### config.mk
export PLATFORM = sky130hd
export DESIGN_NAME = bship_ctrl
export DESIGN_NICKNAME = d
export VERILOG_FILES = /design/src/rtl/core/bship_pkg.sv /design/src/rtl/core/bship_ctrl.sv
export SDC_FILE = /design/constraint.sdc
export NUM_CORES = 1
export LEC_CHECK = 0
export ABC_CLOCK_PERIOD_IN_PS = 2100
export BUFFER_PORTS_ARGS = -buffer_cell sky130_fd_sc_hd__buf_2
export CORE_AREA = 2 2 39 41
export CTS_CLUSTER_SIZE = 14
export DETAILED_ROUTE_END_ITERATION = 12
export DIE_AREA = 0 0 41 43
export GPL_TIMING_DRIVEN = 0
export PLACE_DENSITY_LB_ADDON = 0.2
export SLEW_MARGIN = 40
export SYNTH_ARGS = -nofsm -noshare
export SYNTH_HDL_FRONTEND = slang
export SYNTH_SLANG_ARGS = --single-unit
### constraint.sdc
create_clock -name i_clk -period 2.1 [get_ports i_clk]
set_clock_uncertainty 0.2 [all_clocks]
set_input_delay 0.105 -clock i_clk [delete_from_list [all_inputs] [get_ports i_clk]]
set_output_delay 0.105 -clock i_clk [all_outputs]
set_load 0.005 [all_outputs]
### src/rtl/core/bship_pkg.sv
package bship_pkg;

    // Field widths of the pixel request and the result
    localparam int PX_W      = 9;
    localparam int COLOR_W   = 32;
    localparam int CNT_OUT_W = 16;
    localparam int ADDR_W    = 18;

    // Configuration port
    localparam int CFG_IDX_W  = 3;
    localparam int CFG_DATA_W = 32;

    typedef enum logic [CFG_IDX_W-1:0] {
        CFG_RE_ORIGIN   = 3'd0,
        CFG_IM_ORIGIN   = 3'd1,
        CFG_RE_STEP     = 3'd2,
        CFG_IM_STEP     = 3'd3,
        CFG_MAX_ITER    = 3'd4,
        CFG_COLOR_SCALE = 3'd5
    } t_cfg_idx;

    // Q4.28 arithmetic
    localparam int          FRAC_BITS = 28;
    localparam logic [63:0] ESC_Q56   = 64'h0400_0000_0000_0000;  // 4.0 in Q8.56

    // Register reset values
    localparam logic [31:0] ORIGIN_RST   = 32'hE000_0000;  // -2.0
    localparam logic [30:0] STEP_RST     = 31'd2097152;
    localparam int          MAX_ITER_RST = 64;
    localparam logic [31:0] SCALE_RST    = 32'd1;

    // Controller to datapath
    typedef struct packed {
        logic accept;    // latch pixel, clear iterate
        logic calc_c;    // form c from origin and step
        logic mul;       // register the three products
        logic upd;       // advance z and the count
        logic color;     // form the pixel color
        logic load_out;  // move result into the output register
    } t_dp_cmd;

    // Datapath to controller
    typedef struct packed {
        logic stop;      // escaped or limit reached
    } t_dp_sts;

endpackage

### src/rtl/core/bship_ctrl.sv
module bship_ctrl (
    input  logic                 i_clk,
    input  logic                 i_rst_n,
    input  logic                 i_in_valid,
    output logic                 o_in_ready,
    output logic                 o_out_valid,
    input  logic                 i_out_ready,
    input  bship_pkg::t_dp_sts   i_sts,
    output bship_pkg::t_dp_cmd   o_cmd
);

    typedef enum logic [2:0] {
        S_IDLE,
        S_POINT,
        S_MUL,
        S_UPD,
        S_COLOR,
        S_PUSH
    } t_state;

    t_state r_state;
    t_state n_state;
    logic   r_out_vld;
    logic   n_out_vld;
    logic   w_slot_free;

    assign w_slot_free = !r_out_vld || i_out_ready;
    assign o_in_ready  = (r_state == S_IDLE);
    assign o_out_valid = r_out_vld;

    always_comb begin
        o_cmd          = '0;
        n_state        = r_state;
        o_cmd.accept   = (r_state == S_IDLE) && i_in_valid;
        o_cmd.calc_c   = (r_state == S_POINT);
        o_cmd.mul      = (r_state == S_MUL);
        o_cmd.upd      = (r_state == S_UPD) && !i_sts.stop;
        o_cmd.color    = (r_state == S_COLOR);
        o_cmd.load_out = (r_state == S_PUSH) && w_slot_free;
        case (r_state)
            S_IDLE:  if (i_in_valid) n_state = S_POINT;
            S_POINT: n_state = S_MUL;
            S_MUL:   n_state = S_UPD;
            S_UPD:   n_state = i_sts.stop ? S_COLOR : S_MUL;
            S_COLOR: n_state = S_PUSH;
            S_PUSH:  if (w_slot_free) n_state = S_IDLE;
            default: n_state = S_IDLE;
        endcase
    end

    always_comb begin
        n_out_vld = r_out_vld;
        if (o_cmd.load_out) begin
            n_out_vld = 1'b1;
        end else if (i_out_ready) begin
            n_out_vld = 1'b0;
        end
    end

    always_ff @(posedge i_clk) begin
        if (!i_rst_n) begin
            r_state   <= S_IDLE;
            r_out_vld <= 1'b0;
        end else begin
            r_state   <= n_state;
            r_out_vld <= n_out_vld;
        end
    end

endmodule

After elaboration in Yosys (flattened, before gate mapping)
Cells that the tools add are included.
{"block": "word_totals", "wordCells": 24, "out_inout_bits": 8, "input_bits": 5, "ff_bits": 4}
{"block": "classes", "n_reduce_logical": 9, "n_eq_ne": 7, "muxes": 6}
{"cell": "one-hot mux 3 bit (6 select lines)", "n": 1}
{"cell": "2-to-1 mux 3 bit", "n": 3}
{"cell": "== test 3 x 2 -> 1 bit, second input constant", "n": 2}
{"cell": "== test 3 bit, second input constant", "n": 2}
{"cell": "!= test 2 bit, second input constant", "n": 2}
{"cell": "== test 3 x 1 -> 1 bit, second input constant", "n": 1}
{"cell": "logical AND 1 bit", "n": 3}
{"cell": "logical NOT 3 bit", "n": 1}
{"cell": "logical NOT 1 bit", "n": 2}
{"cell": "2-to-1 mux 1 bit", "n": 2}
{"cell": "AND reduction 2 bit", "n": 1}
{"cell": "nonzero test 2 bit", "n": 1}
{"cell": "logical OR 1 bit", "n": 1}

Longest topological paths before layout
Gate-level depths: netlist of the first run.
{"block": "depth", "ltp_word": 4, "ltp_mapped": 4, "mapped_depth_nobuf": 3}

Worst setup path before layout of the first run
No wires, ideal clock.
{"block": "synth_path", "kind": "register -> register", "startpoint": "register r_state[1]", "endpoint": "register r_state[2]", "n_path_buf": 0, "period_less_slack_ns": 1.260, "t_arrival_ns": 0.938, "setup_time_ns": 0.122, "slack_ns": 0.840, "stages_incl_launch_ff": 4, "required_time_ns": 1.778, "path_cell_list": "dfxtp_1 > nand2b_1 > a21oi_1 > o311a_1"}
{"block": "synth_via", "elab_chain_cells": 3, "elab_cells_between_ends": 10, "classes_between": "7 x eq/ne; 1 x mux; 2 x reduce/logical"}
{"item": "start: declaration", "line_no": "bship_ctrl.sv:21", "rtl": "t_state r_state;"}
{"item": "start signal: assignment", "line_no": "bship_ctrl.sv:65", "rtl": "r_state <= n_state;"}
{"item": "== test 3 bit / logical NOT 3 bit (equally long branches)", "line_no": "bship_ctrl.sv:40", "rtl": "case (r_state)"}
{"item": "!= test 2 bit (no line)"}
{"item": "AND reduction 2 bit (no line)"}
Several ways; a longest one is shown, not always the timed one.
A chain may end at the register's enable or synchronous reset.

==> results.toml, run 1 <==
[outcome]
status = "complete, no violations"

[synth]
synth_edf_count = 0
synth_area_um2 = 235
synth_top_family_by_area = "simple AND/OR/NAND/NOR gates"
ys.flop_type = "dfxtp_1"
syn_nets = 33
synth-compound-area-share_pct = 15.4
synth-seq-cells = 4
synth_top_area_share_pct = 34.0
async_flop_share_pct = 0
ys_types = 17
synth_top_area_cell = "dfxtp_1"
yosys-top-cells-area = "dfxtp_1 34%, nand2b_1 8.0%, nor3_1 6.4%"
muxShareOfSynthArea_pct = 0
synth_simple_gate_area_share_pct = 42.6
yosysSeqAreaShare_pct = 34.0
synth_commonest_cells = "4 x dfxtp_1, 3 x nand2b_1, 3 x nor2_1, 3 x nor3_1"
syn_inst = 28
syn_avg_cell_area_um2 = 8.40
synth-xor-area-share_pct = 0
synthAdderAreaFrac_pct = 0
ys_warn_count = 0
yosysMostFrequentCell = "dfxtp_1"

[sta]
fin_crit_sh_pct = 70.8
rsz0062_at_grt = "no"
tns_ns = 0
min_period_ns = 1.49
setup_viol = 0
slew_headroom_pct = 82.2
worstMarginPinSlew_ns = 0.265
clock.fmax_mhz = 672
fin_ws_ns = 0.613
slew_violations = 0
hold_viol = 0

[place]
port_buffers = 12
gp_congestion = 0.727
hpwl_um = 401
place_ws_ns = 0.744

[route]
vias_per_cell = 4.40
first_pass_iters = 4
vias = 264
wl_met3_um = 78
drc = 0
met1_length_um = 244
ant_nets = 0
wl_um = 528
dr_wl_met2_um = 182
routedWlPerCell_um = 8.80
topRoutingLayerUsed = "met4"
drt_iter0_drc = 6

[finish]
layout-drive-gt1-share_pct = 40.9
syn_to_final_growth_pct = 47.9
fillCellCount = 156
antenna_cells = 0
final_core_util_pct = 25.1
final_nets = 51

[grt]
first_global_vias = 222
antenna_found_initial = 0
grt-ovfl-total = 0
groute.usage.overall_pct = 8.12
grt_pass1_wl_um = 869
grt_start_max_net_pins = 10

[power]
ir_drop_mv = 0.281
power_density_nw_per_um2 = 882
power.leakage_nw = 0.173

[critical_path]
max_stage_delay_ns = 0.42
r2r_start = "r_state[1]$_SDFFE_PN0P_"
cp_max_fo = 8
slowest_stage = "dfxtp_1"
end_kind = "output pin"
path_class = "reg -> out"
crit_family = "flip-flops"
crit_buf_inv = 2
cp_cell_sequence = "nand2b_1 > nor2_1 > buf_4 > buf_2"
arrival_ns = 1.18
startpoint_type = "flip-flop"
worstPathRequired_ns = 1.79
r2r-end = "r_state[2]$_SDFFE_PN0P_"
worstRegToRegCells = 3
reg2reg_slack_ns = 0.73

[clock_network]
cts.sinks = 4
cts_root_buffer = "clkbuf_4"
cts_setup_buffers = 0
cts_max_level = 1
cts_max_path_buffers = 2
worstSkewPairLatency_ns = 0.24
cts_resized = 0
clk_pin_slew_worst_paths_ns = 0.04
numCtsBuffers = 3
holdBufCountCts = 1
cts_tree = "done"

[floorplanning]
num_rows = 14
core_um2 = 1380
fp.dieW_um = 41
die_h_um = 43
pin_count = 13
initial_utilization_pct = 17.0
dieArea_um2 = 1760

[hold_path]
hp-start = "i_in_valid"
hp-class = "in -> reg"
hold_end = "r_state[2]$_SDFFE_PN0P_"
hold_depth = 3

[flow_run]
maxCapViolCount = 0
worst register-to-register path, stage by stage, from the launching register on:
cell and delay (ns):
dfxtp_1 0.42, nand2b_1 0.22, a21oi_1 0.07, o311a_1 0.34
report_power, final:
part | leakage, nW | internal [mW] | switching [mW] | total [mW]
sequential | 0.0328 | 0.0889 | 0.0141 | 0.103
combinational | 0.126 | 0.0556 | 0.0513 | 0.107
clock | 0.0138 | 0.0640 | 0.0329 | 0.0969
total | 0.173 | 0.208 | 0.0984 | 0.307
how the worst max path moves through the flow:
stage | from | end | slack [ns] | cells past startpoint
after floorplan | r_state[1]$_SDFFE_PN0P_ | r_state[2]$_SDFFE_PN0P_ | 0.84 | 3
after global placement | r_state[1]$_SDFFE_PN0P_ | r_state[2]$_SDFFE_PN0P_ | 0.71 | 3
after detailed placement | r_state[1]$_SDFFE_PN0P_ | r_state[2]$_SDFFE_PN0P_ | 0.74 | 3
after CTS | r_state[0]$_SDFFE_PN0P_ | o_cmd[2] | 0.61 | 4
after global routing | r_state[0]$_SDFFE_PN0P_ | o_cmd[2] | 0.51 | 4
final | r_state[1]$_SDFFE_PN0P_ | o_cmd[0] | 0.61 | 4
per-stage QoR:
step | total power [mW] | hold slack, ns | std cells | instance area [um^2]
finish | 0.307 | 0.0573 | 60 | 348
global route | 0.333 | 0.0834 | 60 | 348
CTS | 0.312 | 0.0491 | 60 | 348
detailed placement | 0.210 | 0.173 | 56 | 315
global placement | 0.213 | 0.178 | 56 | 315
floorplan | 0.170 | 0.0267 | 28 | 235
layout make-up:
type	count	area (um^2)	share of cell area [%]
Timing Repair Buffer	13	70.1	20.1
Inverter	1	3.75	1.08
Sequential cell	4	80.1	23.0
Clock buffer	3	22.5	6.47
Tap cell	16	20.0	5.76
Buffer	2	15.0	4.32
Multi-Input combinational cell	21	136	39.2
kinds of logic after synthesis:
kind of cell / count (synthesis)
compound gates: 5
buf+inv: 3
flops: 4
simple gates: 16
metal layers:
metal,GRT usage (%),vias up
li1,-,132
met1,8.97,112
met2,9.06,16
met3,6.28,4
met4,8.00,0
met5,0,-
flip-flops by register name, indices dropped and copies added (netlist names):
name,cells
r_state,3
o_out_valid,1
layout by cell type (no fill, tap or decap):
| master | instances |
|---|---|
| nor2_1 | 3 |
| inv_1 | 1 |
| nand2b_1 | 3 |
| and2_1 | 2 |
| o311a_1 | 1 |
| nand2_1 | 1 |
| buf_4 | 2 |
| and3_1 | 1 |
| clkbuf_4 | 3 |
| dlygate4sd3_1 | 1 |
| o31a_1 | 1 |
| buf_2 | 12 |
| a21oi_1 | 1 |
| nor3b_1 | 1 |
| dfxtp_1 | 4 |
| o31ai_1 | 1 |
| and4b_1 | 1 |
| nor4b_2 | 1 |
| o21ai_0 | 1 |
| nor3_1 | 3 |
Power figures use the tool's default switching activity.
==> run 2: changes to the inputs <==
ABC_CLOCK_PERIOD_IN_PS = 1300   (was 2100)
clock period = 1.3 ns   (was 2.1 ns; I/O delays follow)
==> results.toml, run 2 (synthesis results as in run 1) <==
[outcome]
status = "finished with violations"
failed_checks = "setup timing"

[route]
wl_um = 637
drc = 0
vias = 279
routedWlPerCell_um = 9.95
first_pass_iters = 4
vias_per_cell = 4.36
ant_nets = 0
drt_iter0_drc = 7

[sta]
min_period_ns = 1.36
fin_hold_ws_ns = 0.0162
worstMarginPinSlew_ns = 0.249
rsz0062_at_grt = "yes"
setup_viol = 6
slew_violations = 0
tns_ns = -0.247
fin_ws_ns = -0.0609
fin_crit_sh_pct = 105
slew_headroom_pct = 83.4
clock.fmax_mhz = 735
hold_viol = 0

[finish]
layout-drive-gt1-share_pct = 62.5
fin_area_um2 = 428
largest_reg_flops = 3
final_nets = 55
final_common_cell = "buf_2"
final_core_util_pct = 30.9
syn_to_final_growth_pct = 81.9
top_register = "r_state"
antenna_cells = 0
instances_no_fill = 64
final_cell_mix = "11 x buf_2, 4 x buf_4, 3 x buf_6, 3 x clkbuf_4"

[clock_network]
clk_pin_slew_worst_paths_ns = 0.04
numCtsBuffers = 3
cts.sinks = 4
cts_root_buffer = "clkbuf_4"
cts_max_path_buffers = 2
cts_max_level = 1
worstSkewPairLatency_ns = 0.24
cts_tree = "done"

[critical_path]
end_kind = "flip-flop"
max_stage_delay_ns = 0.33
cp_max_fo = 3
worstRegToRegCells = 4
r2r_start = "r_state[0]$_SDFFE_PN0P_"
worstPathRequired_ns = 1.22
path_class = "reg -> reg"
reg2reg_slack_ns = -0.06
r2r-end = "r_state[2]$_SDFFE_PN0P_"
arrival_ns = 1.28
cp_cell_sequence = "buf_4 > buf_6 > and4b_1 > o311a_1"
slowest_stage = "o311a_1"
startpoint_type = "flip-flop"

[grt]
antenna_found_initial = 0
first_global_vias = 229
groute.usage.overall_pct = 9.14
grt_start_max_net_pins = 9
grt-ovfl-total = 0
grt_pass1_wl_um = 931

[power]
p_clk_share_pct = 26.9
ir_drop_mv = 0.396
power_density_nw_per_um2 = 1360
p_sw_share_pct = 32.5
p_int_mw = 0.393
power_mw = 0.582
power.net_switching_mw = 0.189
comb_power_share_pct = 41.4
power.sequential.fraction_pct = 31.7
power.leakage_nw = 0.204

[place]
dp_cells = 56
placed_area_um2 = 315
hpwl_um = 401
gp_congestion = 0.727
place_ws_ns = -0.0563
port_buffers = 12

[floorplanning]
die_h_um = 43
fp.dieW_um = 41
core_um2 = 1380
dieArea_um2 = 1760
num_rows = 14
initial_utilization_pct = 17.0
pin_count = 13

[hold_path]
hold_end = "r_state[2]$_SDFFE_PN0P_"
hp-class = "in -> reg"
hp-start = "i_in_valid"
hold_depth = 3

[flow_run]
maxCapViolCount = 0
-- run 2: cell count changes in the layout (fill, tap and decap cells not counted), sizes merged --
cell	previous run	this run
buf	14	18
-- run 2: cell type report --
class                           count  area [um^2]
Buffer                              2         18.8
Clock buffer                        3         22.5
Fill cell                         155          956
Inverter                            1         6.26
Multi-Input combinational cell     21          160
Sequential cell                     4         90.1
Tap cell                           16         20.0
Timing Repair Buffer               17          110
-- run 2: repair_timing --
item | CTS | global route
hold buffers | 1 | 0
setup endpoints to repair | 8 | 9
pin swaps | 3 | 5
resized for setup | 11 | 5
hold endpoints to repair | 4 | 0
buffers inserted | 2 | 2
gates cloned | 1 | 0
-- run 2: power groups by stage --
stage | combinational [mW] | sequential [mW] | clock [mW]
2_1_floorplan | 0.112 | 0.163 | 0
3_3_place_gp | 0.175 | 0.169 | 0
3_5_place_dp | 0.172 | 0.168 | 0
4_1_cts | 0.229 | 0.181 | 0.163
5_1_grt | 0.264 | 0.188 | 0.177
6_report | 0.241 | 0.184 | 0.157
-- run 2: worst max-delay path, delay by kind of cell, from the launching register on --
family | cells | cell delay, ns
AOI/OAI and AO/OA | 1 | 0.33
and+or+nand+nor | 1 | 0.17
buffers and inverters | 2 | 0.23
DFF | 1 | 0.31
-- run 2: how the worst max path moves through the flow --
stage	startpoint	endpoint	slack, ns	cells after the start
6_report	r_state[0]$_SDFFE_PN0P_	r_state[2]$_SDFFE_PN0P_	-0.06	4
5_1_grt	r_state[0]$_SDFFE_PN0P_	o_cmd[2]	-0.14	4
4_1_cts	r_state[0]$_SDFFE_PN0P_	o_cmd[2]	-0.11	4
3_5_place_dp	r_state[1]$_SDFFE_PN0P_	r_state[2]$_SDFFE_PN0P_	-0.06	3
3_3_place_gp	r_state[1]$_SDFFE_PN0P_	r_state[2]$_SDFFE_PN0P_	-0.09	3
2_1_floorplan	r_state[1]$_SDFFE_PN0P_	r_state[2]$_SDFFE_PN0P_	0.04	3
-- run 2: routing by layer --
layer	GRT usage (%)	vias to the layer above	routed length, um
met4	10.0	0	19
met1	9.32	125	323
met3	7.85	2	40
li1	-	141	-
met5	0	-	0
met2	10.0	11	253
